### src/hw/rtl/ssh_pkg.sv
// shared constants, types and job format of the stop sequence matcher
`timescale 1ns / 1ps

package ssh_pkg;

  // design sizes
  localparam int MAX_LEN    = 8;
  localparam int NUM_PAT    = 4;
  localparam int HOLD_DEPTH = MAX_LEN - 1;
  localparam int HC_W       = $clog2(MAX_LEN);
  localparam int CNT_W      = $clog2(MAX_LEN + 1);
  localparam int QDEPTH     = 2;
  localparam int QPTR_W     = $clog2(QDEPTH);
  localparam int QCNT_W     = $clog2(QDEPTH + 1);

  // fixed field widths
  localparam int PAT_W   = 64;
  localparam int LEN_W   = 4;
  localparam int CFG_W   = 64;
  localparam int CIDX_W  = 4;
  localparam int BYTE_W  = 8;

  // configuration register indexes
  localparam logic [CIDX_W-1:0] REG_PATTERN_0 = CIDX_W'(0);
  localparam logic [CIDX_W-1:0] REG_PATTERN_3 = CIDX_W'(3);
  localparam logic [CIDX_W-1:0] REG_LENGTH_0  = CIDX_W'(4);
  localparam logic [CIDX_W-1:0] REG_LENGTH_3  = CIDX_W'(7);

  // input item kinds
  localparam logic KIND_TEXT  = 1'b0;
  localparam logic KIND_FLUSH = 1'b1;

  typedef logic [MAX_LEN-1:0][BYTE_W-1:0] ssh_win_t;

  // one unit of work for the output side: window bytes newest first,
  // emit count bytes from index top downward, then an optional stop marker
  typedef struct packed {
    ssh_win_t         bytes;
    logic [HC_W-1:0]  top;
    logic [CNT_W-1:0] count;
    logic             stop;
  } ssh_job_t;

endpackage

### src/hw/rtl/ssh_if.sv
// handshake channels for input items and result items
`timescale 1ns / 1ps

interface ssh_in_if;
  logic       valid;
  logic       ready;
  logic       kind;
  logic [7:0] data_byte;

  modport source (output valid, output kind, output data_byte, input ready);
  modport sink   (input valid, input kind, input data_byte, output ready);
endinterface

interface ssh_out_if;
  logic       valid;
  logic       ready;
  logic [7:0] out_byte;
  logic       is_stop;
  logic       last;

  modport source (output valid, output out_byte, output is_stop, output last, input ready);
  modport sink   (input valid, input out_byte, input is_stop, input last, output ready);
endinterface

### src/hw/rtl/ssh_front.sv
// front end: pattern registers, held bytes, match and holdback decision per item
`timescale 1ns / 1ps

module ssh_front
  import ssh_pkg::*;
(
  input  logic              clk,
  input  logic              rst_n,
  ssh_in_if.sink            in_ch,
  input  logic              cfg_we,
  input  logic [CIDX_W-1:0] cfg_index,
  input  logic [CFG_W-1:0]  cfg_data,
  input  logic              q_full,
  output logic              push,
  output ssh_job_t          job
);

  logic [NUM_PAT-1:0][PAT_W-1:0] pat_r;
  logic [NUM_PAT-1:0][LEN_W-1:0] len_r;
  logic [HOLD_DEPTH-1:0][BYTE_W-1:0] held_r, held_nxt;
  logic [HC_W-1:0] hc_r, hc_nxt;
  logic stopped_r, stopped_nxt;

  ssh_win_t ra;
  logic [CNT_W-1:0] w;
  logic [NUM_PAT-1:0][CNT_W-1:0] lc;
  logic [NUM_PAT-1:0][MAX_LEN-1:0] eq;
  logic [NUM_PAT-1:0] hit;
  logic matched;
  logic [CNT_W-1:0] mlen;
  logic [MAX_LEN-1:1] cand;
  logic [CNT_W-1:0] k;
  logic job_valid;
  logic accept;

  assign in_ch.ready = !q_full;
  assign accept      = in_ch.valid && in_ch.ready;

  // window newest first: new byte, then held bytes
  always_comb begin
    ra[0] = in_ch.data_byte;
    for (int i = 1; i < MAX_LEN; i++) begin
      ra[i] = held_r[i-1];
    end
    w = CNT_W'(hc_r) + CNT_W'(1);
  end

  // clamped lengths and suffix-versus-prefix compares for every length
  always_comb begin
    for (int p = 0; p < NUM_PAT; p++) begin
      lc[p] = (len_r[p] > LEN_W'(MAX_LEN)) ? CNT_W'(MAX_LEN) : CNT_W'(len_r[p]);
      for (int c = 1; c <= MAX_LEN; c++) begin
        eq[p][c-1] = 1'b1;
        for (int j = 0; j < c; j++) begin
          if (ra[c-1-j] != pat_r[p][BYTE_W*j +: BYTE_W]) begin
            eq[p][c-1] = 1'b0;
          end
        end
      end
    end
  end

  // full match, lowest numbered pattern wins
  always_comb begin
    logic [CNT_W-1:0] lm1;
    matched = 1'b0;
    mlen    = '0;
    for (int p = 0; p < NUM_PAT; p++) begin
      lm1    = lc[p] - CNT_W'(1);
      hit[p] = (lc[p] != '0) && (lc[p] <= w) && eq[p][lm1[HC_W-1:0]];
    end
    for (int p = NUM_PAT - 1; p >= 0; p--) begin
      if (hit[p]) begin
        matched = 1'b1;
        mlen    = lc[p];
      end
    end
  end

  // longest window suffix that is a proper prefix of some pattern
  always_comb begin
    cand = '0;
    k    = '0;
    for (int c = 1; c < MAX_LEN; c++) begin
      for (int p = 0; p < NUM_PAT; p++) begin
        if ((lc[p] > CNT_W'(c)) && (w >= CNT_W'(c)) && eq[p][c-1]) begin
          cand[c] = 1'b1;
        end
      end
    end
    for (int c = 1; c < MAX_LEN; c++) begin
      if (cand[c]) begin
        k = CNT_W'(c);
      end
    end
  end

  // job and next state
  always_comb begin
    held_nxt    = held_r;
    hc_nxt      = hc_r;
    stopped_nxt = stopped_r;
    job.bytes   = ra;
    job.top     = hc_r;
    job.count   = '0;
    job.stop    = 1'b0;
    job_valid   = 1'b0;
    if (in_ch.kind == KIND_FLUSH) begin
      job.count   = CNT_W'(hc_r);
      job_valid   = (hc_r != '0);
      hc_nxt      = '0;
      stopped_nxt = 1'b0;
    end else if (!stopped_r) begin
      if (matched) begin
        job.count   = w - mlen;
        job.stop    = 1'b1;
        job_valid   = 1'b1;
        hc_nxt      = '0;
        stopped_nxt = 1'b1;
      end else begin
        job.count = w - k;
        job_valid = (w != k);
        for (int i = 0; i < HOLD_DEPTH; i++) begin
          held_nxt[i] = ra[i];
        end
        hc_nxt = k[HC_W-1:0];
      end
    end
  end

  assign push = accept && job_valid;

  // control state
  always_ff @(posedge clk) begin
    if (!rst_n) begin
      hc_r      <= '0;
      stopped_r <= 1'b0;
    end else if (accept) begin
      hc_r      <= hc_nxt;
      stopped_r <= stopped_nxt;
    end
  end

  // held bytes
  always_ff @(posedge clk) begin
    if (accept) begin
      held_r <= held_nxt;
    end
  end

  // configuration registers
  always_ff @(posedge clk) begin
    if (!rst_n) begin
      pat_r <= '0;
      len_r <= '0;
    end else if (cfg_we) begin
      for (int p = 0; p < NUM_PAT; p++) begin
        if (cfg_index == REG_PATTERN_0 + CIDX_W'(p)) begin
          pat_r[p] <= cfg_data;
        end
        if (cfg_index == REG_LENGTH_0 + CIDX_W'(p)) begin
          len_r[p] <= cfg_data[LEN_W-1:0];
        end
      end
    end
  end

  // a flush leaves nothing held and clears the stop
  a_flush_clears: assert property (@(posedge clk) disable iff (!rst_n)
    accept && in_ch.kind == KIND_FLUSH |=> hc_r == '0 && !stopped_r)
    else $error("flush did not clear state");

  // text after a stop produces no work
  a_stopped_quiet: assert property (@(posedge clk) disable iff (!rst_n)
    accept && in_ch.kind == KIND_TEXT && stopped_r |-> !push)
    else $error("work pushed while stopped");

endmodule

### src/hw/rtl/ssh_queue.sv
// short job queue between front and back end
`timescale 1ns / 1ps

module ssh_queue
  import ssh_pkg::*;
(
  input  logic     clk,
  input  logic     rst_n,
  input  logic     push,
  input  ssh_job_t push_job,
  output logic     full,
  input  logic     pop,
  output logic     nonempty,
  output ssh_job_t head
);

  ssh_job_t mem_r [QDEPTH];
  logic [QPTR_W-1:0] wp_r, rp_r;
  logic [QCNT_W-1:0] cnt_r;

  assign full     = (cnt_r == QCNT_W'(QDEPTH));
  assign nonempty = (cnt_r != '0);
  assign head     = mem_r[rp_r];

  // pointers and fill count
  always_ff @(posedge clk) begin
    if (!rst_n) begin
      wp_r  <= '0;
      rp_r  <= '0;
      cnt_r <= '0;
    end else begin
      if (push) begin
        wp_r <= wp_r + QPTR_W'(1);
      end
      if (pop) begin
        rp_r <= rp_r + QPTR_W'(1);
      end
      if (push && !pop) begin
        cnt_r <= cnt_r + QCNT_W'(1);
      end else if (pop && !push) begin
        cnt_r <= cnt_r - QCNT_W'(1);
      end
    end
  end

  // storage
  always_ff @(posedge clk) begin
    if (push) begin
      mem_r[wp_r] <= push_job;
    end
  end

  a_no_overflow: assert property (@(posedge clk) disable iff (!rst_n)
    !(push && full))
    else $error("push into full queue");

  a_no_underflow: assert property (@(posedge clk) disable iff (!rst_n)
    !(pop && !nonempty))
    else $error("pop from empty queue");

endmodule

### src/hw/rtl/ssh_back.sv
// back end: plays out each job as released bytes and an optional stop marker
`timescale 1ns / 1ps

module ssh_back
  import ssh_pkg::*;
(
  input  logic     clk,
  input  logic     rst_n,
  input  logic     q_nonempty,
  input  ssh_job_t q_head,
  output logic     pop,
  ssh_out_if.source out_ch
);

  ssh_win_t         bytes_r;
  logic [HC_W-1:0]  ptr_r;
  logic [CNT_W-1:0] rem_r;
  logic             stop_r;
  logic             busy_r;
  logic             done;

  // current result item
  always_comb begin
    out_ch.valid = busy_r;
    if (rem_r != '0) begin
      out_ch.out_byte = bytes_r[ptr_r];
      out_ch.is_stop  = 1'b0;
      out_ch.last     = (rem_r == CNT_W'(1)) && !stop_r;
    end else begin
      out_ch.out_byte = '0;
      out_ch.is_stop  = 1'b1;
      out_ch.last     = 1'b1;
    end
  end

  assign done = out_ch.valid && out_ch.ready && out_ch.last;
  assign pop  = q_nonempty && (!busy_r || done);

  // job sequencing
  always_ff @(posedge clk) begin
    if (!rst_n) begin
      busy_r <= 1'b0;
      rem_r  <= '0;
      stop_r <= 1'b0;
    end else if (pop) begin
      busy_r <= 1'b1;
      rem_r  <= q_head.count;
      stop_r <= q_head.stop;
    end else if (done) begin
      busy_r <= 1'b0;
    end else if (out_ch.valid && out_ch.ready) begin
      rem_r <= rem_r - CNT_W'(1);
    end
  end

  // payload of the current job
  always_ff @(posedge clk) begin
    if (pop) begin
      bytes_r <= q_head.bytes;
      ptr_r   <= q_head.top;
    end else if (out_ch.valid && out_ch.ready) begin
      ptr_r <= ptr_r - HC_W'(1);
    end
  end

  a_stop_is_last: assert property (@(posedge clk) disable iff (!rst_n)
    out_ch.valid && out_ch.is_stop |-> out_ch.last && out_ch.out_byte == '0)
    else $error("stop marker not final or not zero");

endmodule

### src/hw/rtl/stop_sequence_holdback_matcher.sv
// Path: an accepted item's job enters the job queue and is popped into the output
// registers before its first result is valid; an item that only adds to held bytes gives
// none. Throughput: one input item per cycle while each gives at most one result and
// out_ch.ready is high; the output emits one result per cycle while ready, an item with
// n results holds it until all are taken, and the two-entry job queue lets the input
// run ahead. Reset: synchronous active-low rst_n clears pattern registers, held count,
// stop flag, queue and output state; no clearing pass.
`timescale 1ns / 1ps

module stop_sequence_holdback_matcher
  import ssh_pkg::*;
(
  input  logic              clk,
  input  logic              rst_n,
  ssh_in_if.sink            in_ch,
  ssh_out_if.source         out_ch,
  input  logic              cfg_we,
  input  logic [CIDX_W-1:0] cfg_index,
  input  logic [CFG_W-1:0]  cfg_data
);

  logic     q_full;
  logic     push;
  ssh_job_t job;
  logic     pop;
  logic     q_nonempty;
  ssh_job_t q_head;

  // classify items and track held bytes
  ssh_front u_front (
    .clk       (clk),
    .rst_n     (rst_n),
    .in_ch     (in_ch),
    .cfg_we    (cfg_we),
    .cfg_index (cfg_index),
    .cfg_data  (cfg_data),
    .q_full    (q_full),
    .push      (push),
    .job       (job)
  );

  // decoupling queue
  ssh_queue u_queue (
    .clk      (clk),
    .rst_n    (rst_n),
    .push     (push),
    .push_job (job),
    .full     (q_full),
    .pop      (pop),
    .nonempty (q_nonempty),
    .head     (q_head)
  );

  // play out results
  ssh_back u_back (
    .clk        (clk),
    .rst_n      (rst_n),
    .q_nonempty (q_nonempty),
    .q_head     (q_head),
    .pop        (pop),
    .out_ch     (out_ch)
  );

endmodule
### src/flat_wrapper.sv
// flat-port wrapper written by rule: the top's interface ports become plain ports
module stop_sequence_holdback_matcher_flat import ssh_pkg::*;
  (clk, rst_n, cfg_we, cfg_index, cfg_data, in_ch_valid, in_ch_kind, in_ch_data_byte, in_ch_ready, out_ch_valid, out_ch_out_byte, out_ch_is_stop, out_ch_last, out_ch_ready);
  ssh_in_if in_ch_i ();
  ssh_out_if out_ch_i ();
  input  logic clk;
  input  logic rst_n;
  input  logic cfg_we;
  input  logic [CIDX_W-1:0] cfg_index;
  input  logic [CFG_W-1:0] cfg_data;
  input wire logic [$bits(in_ch_i.valid)-1:0] in_ch_valid;
  input wire logic [$bits(in_ch_i.kind)-1:0] in_ch_kind;
  input wire logic [$bits(in_ch_i.data_byte)-1:0] in_ch_data_byte;
  output wire logic [$bits(in_ch_i.ready)-1:0] in_ch_ready;
  output wire logic [$bits(out_ch_i.valid)-1:0] out_ch_valid;
  output wire logic [$bits(out_ch_i.out_byte)-1:0] out_ch_out_byte;
  output wire logic [$bits(out_ch_i.is_stop)-1:0] out_ch_is_stop;
  output wire logic [$bits(out_ch_i.last)-1:0] out_ch_last;
  input wire logic [$bits(out_ch_i.ready)-1:0] out_ch_ready;
  assign in_ch_i.valid = in_ch_valid;
  assign in_ch_i.kind = in_ch_kind;
  assign in_ch_i.data_byte = in_ch_data_byte;
  assign in_ch_ready = in_ch_i.ready;
  assign out_ch_valid = out_ch_i.valid;
  assign out_ch_out_byte = out_ch_i.out_byte;
  assign out_ch_is_stop = out_ch_i.is_stop;
  assign out_ch_last = out_ch_i.last;
  assign out_ch_i.ready = out_ch_ready;
  stop_sequence_holdback_matcher u_core (.clk(clk), .rst_n(rst_n), .in_ch(in_ch_i), .out_ch(out_ch_i), .cfg_we(cfg_we), .cfg_index(cfg_index), .cfg_data(cfg_data));
endmodule
### config.mk
export PLATFORM = sky130hd
export DESIGN_NAME = stop_sequence_holdback_matcher_flat
export DESIGN_NICKNAME = d
export VERILOG_FILES = /design/src/hw/rtl/ssh_pkg.sv /design/src/hw/rtl/ssh_if.sv /design/src/hw/rtl/ssh_front.sv /design/src/hw/rtl/ssh_queue.sv /design/src/hw/rtl/ssh_back.sv /design/src/hw/rtl/stop_sequence_holdback_matcher.sv /design/src/flat_wrapper.sv
export SDC_FILE = /design/constraint.sdc
export NUM_CORES = 2
export LEC_CHECK = 0
export ABC_AREA = 0
export BUFFER_PORTS_ARGS = -buffer_cell sky130_fd_sc_hd__buf_4
export CORE_MARGIN = 5
export CORE_UTILIZATION = 40
export CTS_CLUSTER_DIAMETER = 150
export DETAILED_ROUTE_END_ITERATION = 10
export HOLD_SLACK_MARGIN = 0.12
export PLACE_DENSITY = 0.61
export REMOVE_ABC_BUFFERS = 1
export SYNTH_ARGS = -nofsm -noshare
export SYNTH_HDL_FRONTEND = slang
export SYNTH_SLANG_ARGS = --single-unit
### constraint.sdc
create_clock -name clk -period 11.2 [get_ports clk]
set_clock_uncertainty 0.05 [all_clocks]
set_input_delay 1.68 -clock clk [delete_from_list [all_inputs] [get_ports clk]]
set_output_delay 1.68 -clock clk [all_outputs]
set_load 0.005 [all_outputs]
==> impl_metrics.toml <==
[floorplan]
coreArea_sq_um = 90100
die_area_sq_um = 97100
ioPinCount = 94
row_count = 110
die_x_microns = 312
initial_core_util_pct = 40.4
fp.dieH_microns = 312

[setup_path]
r2r_cells = 16
reg2reg_slack_ps = 4870
cp_max_fo = 61
crit_arrival_ps = 6830
r2r-end = "u_core.u_queue.mem_r[1][14]"
cp-start-kind = "input pin"
critPathKind = "input pin to register"
crit_path_end_kind = "register"
worstPathRequired_ps = 11420
r2r_start = "u_core.u_front.job[36]"

[power]
p_seq_share_pct = 43.3
p_int_mw = 4.15
leakage_nw = 14.5
share_comb_of_total_power_pct = 21.2
total_power_mw = 5.94
p_sw_share_pct = 30.2
p_switching_mw = 1.79
powerDensity_nw_per_um2 = 151
ir_drop_uv = 102
p_clk_share_pct = 35.5

[timing]
fin_crit_sh_pct = 59.0
max_freq_ghz = 0.151
tns_ps = 0
worst_pin_slew_ps = 1530
finalHoldViolCount = 0
slew_headroom_pct = -2.67
grt_setup_unrepaired = "no"
fin_crit_ps = 6600
finalSetupViolations = 0
final_max_slew_viol_count = 4

[yosys]
ys_seq_elements = 554
avgSynthCellArea_sq_um = 9.55
yosysWarnings = 0
synth_area_leaders = "edfxtp_1, xor2_1, dfxtp_1"
netlist_area_sq_um = 36400
ys.flop_type = "dfxtp_1"
yosysTopAreaCell = "edfxtp_1"
ys_types = 81
synthArstFlopShare_pct = 0
seq_area_frac_synth_pct = 37.8
synth_enable_flop_cells = 267
synthCells = 3811
yosysTopAreaCellShare_pct = 22.0

[clocking]
cts_made_buffers = 59
numClockSinks = 554
clock_latency_ps = 660
postCtsResizedCells = 0
clock_path_buffers = 3
htree_levels = 2
clk_pin_slew_ps = 60
cts-root-buf = "clkbuf_16"
cts_setup_buffers = 0
hold_buffers = 0
cts_tree = "built"

[drt]
antenna_left = 0
drtIter0Drc = 4305
wl_per_cell_microns = 31.7
vias = 29700
drc_errors = 0
drt-total-wl_mm = 154
avgViaCountPerCell = 6.10
drt_first_pass_iters = 6

[place]
placed_area_sq_um = 37300
place_inst = 4767
place.gp.congestion = 1.08
portBuffers = 93
hpwl_mm = 104

[finish]
drive_gt1_share_pct = 10.5
layout.cells.non_filler = 4873
syn_to_final_growth_pct = 8.21
stdcell_area_sq_um = 39400
nets = 3788

[min_path]
min_path_cells = 0
holdCritStartpoint = "u_core.u_front.job[25]"
hp-class = "register to register"
whs_endpoint = "u_core.u_front.job[33]"

[run]
drv_cap = 2

[grt]
grt_max_degree = 111
first_global_vias = 28200
antenna_found_initial = 2
gr-total-overflow = 0
grt_first_pass_wirelength_mm = 216
grt_usage_pct = 30.4

[outcome]
status = "finished with violations"
violations = "capacitance limit, slew limit"
[state kept, by name, indices dropped and copies added, names as in the netlist, named ones only]
name / cells
u_core.u_queue.mem_r: 144
u_core.u_front.pat_r: 256
u_core.u_front.stopped_r: 1
u_core.u_back.out_ch.valid: 1
u_core.u_queue.rp_r: 1
u_core.u_front.job: 56
u_core.u_back.ptr_r: 3
u_core.u_front.hc_r: 3
u_core.u_queue.cnt_r: 2
u_core.u_back.rem_r: 4
u_core.u_front.len_r: 16
u_core.u_back.stop_r: 1
u_core.u_back.bytes_r: 64
u_core.u_queue.wp_r: 1
[kinds of logic after synthesis]
group                    after synthesis  share of synthesized area [%]
adder cells (fa/ha/maj)               54                           1.90
flip-flops                           554                           37.8
AO/OA/AOI/OAI                        390                           7.99
XOR/XNOR                            1151                           27.7
AND/OR/NAND/NOR                     1094                           14.6
buffers and inverters                450                           5.95
multiplexers                         118                           4.02
[power by group through the flow]
stage / Clock [mW] / Combinational (mW) / Sequential, mW
global route: 2.24 / 1.33 / 2.59
floorplan: 0 / 0.676 / 2.64
CTS: 2.15 / 1.24 / 2.57
finish: 2.11 / 1.26 / 2.57
detailed placement: 0 / 1.23 / 2.61
global placement: 0 / 1.22 / 2.61
[critical path: stages]
cell	delay, ps
buf_4	310
buf_4	540
xor2_1	130
nor4_1	320
nand4_1	150
nor4_1	990
nand2_1	150
a21oi_1	300
nand2b_1	170
a31o_2	160
inv_1	50
ha_1	300
nand4_1	90
nor2_1	50
a21o_1	260
nor2_4	340
buf_4	740
[routing by layer]
layer  vias to the layer above  track usage [%]  routed length [microns]
li1                      12500                -                        -
met1                     14300             39.0                    58400
met2                      2186             44.0                    61800
met3                       780             9.44                    19900
met4                         0             20.4                    14200
met5                         -                0                        0
[stage by stage]
| stage | hold slack (ps) | util, % | setup slack, ps |
|---|---|---|---|
| final | 412 | 43.7 | 4600 |
| after CTS | 416 | 43.7 | 4750 |
| after global routing | 436 | 43.7 | 4520 |
| after floorplan | 393 | - | 3720 |
| after detailed placement | 400 | 41.4 | 4080 |
| after global placement | 380 | 41.4 | 4140 |
[placed cells by master (no fill, tap or decap), types with 16 or more instances in the layout]
cell type,n
nor2_1,37
a21oi_1,24
edfxtp_1,267
clkbuf_16,59
a21boi_0,259
dfxtp_1,286
ha_1,52
mux4_2,16
nand3_1,20
xor2_1,706
buf_4,183
nand2_1,573
nor3_1,16
nor4_1,207
nor2b_1,34
mux2_2,66
nand4_1,150
xnor2_1,445
o21ai_0,27
mux2i_1,36
inv_1,43
[final cells by class]
class | count | area (sq um)
tap | 1176 | 1470
multi-input combinational | 2807 | 20500
clock inverter | 29 | 469
timing repair buffer | 184 | 1390
antenna | 2 | 5.00
fill | 8670 | 50800
sequential | 554 | 13800
clock buffer | 75 | 1610
inverter | 46 | 173
[worst max-delay path by stage]
stage	end	slack [ps]	from
detailed placement	u_core.u_queue.mem_r[1][22]	4080	in_ch_data_byte[5]
global route	u_core.u_queue.mem_r[1][68]	4520	in_ch_data_byte[2]
finish	u_core.u_queue.mem_r[1][14]	4600	in_ch_data_byte[5]
global placement	u_core.u_queue.mem_r[1][62]	4140	in_ch_data_byte[5]
floorplan	u_core.u_queue.mem_r[0][0]	3720	in_ch_data_byte[5]
CTS	u_core.u_queue.mem_r[1][60]	4750	in_ch_data_byte[5]
[Yosys cell counts, types with 6 or more instances]
library cell    n
buf_4          37
nand4_1       150
nand2_1       574
a21boi_0      259
nand3_1        21
dfxtp_1       287
mux4_2         16
ha_1           52
nand2b_1       10
nor3_1         16
xor2_1        706
a31oi_1         6
mux2_2         66
and3_1          7
nor4_1        207
a21oi_1        24
clkbuf_1      173
mux2i_1        36
a211oi_1        7
xnor2_1       445
edfxtp_1      267
buf_6          27
nor2b_1        34
buf_1          59
o21ai_0        27
and2_1          7
nor2_1         40
buf_2         107
o21a_1          6
inv_1          43
No activity file was read; power rests on OpenSTA's default activity.
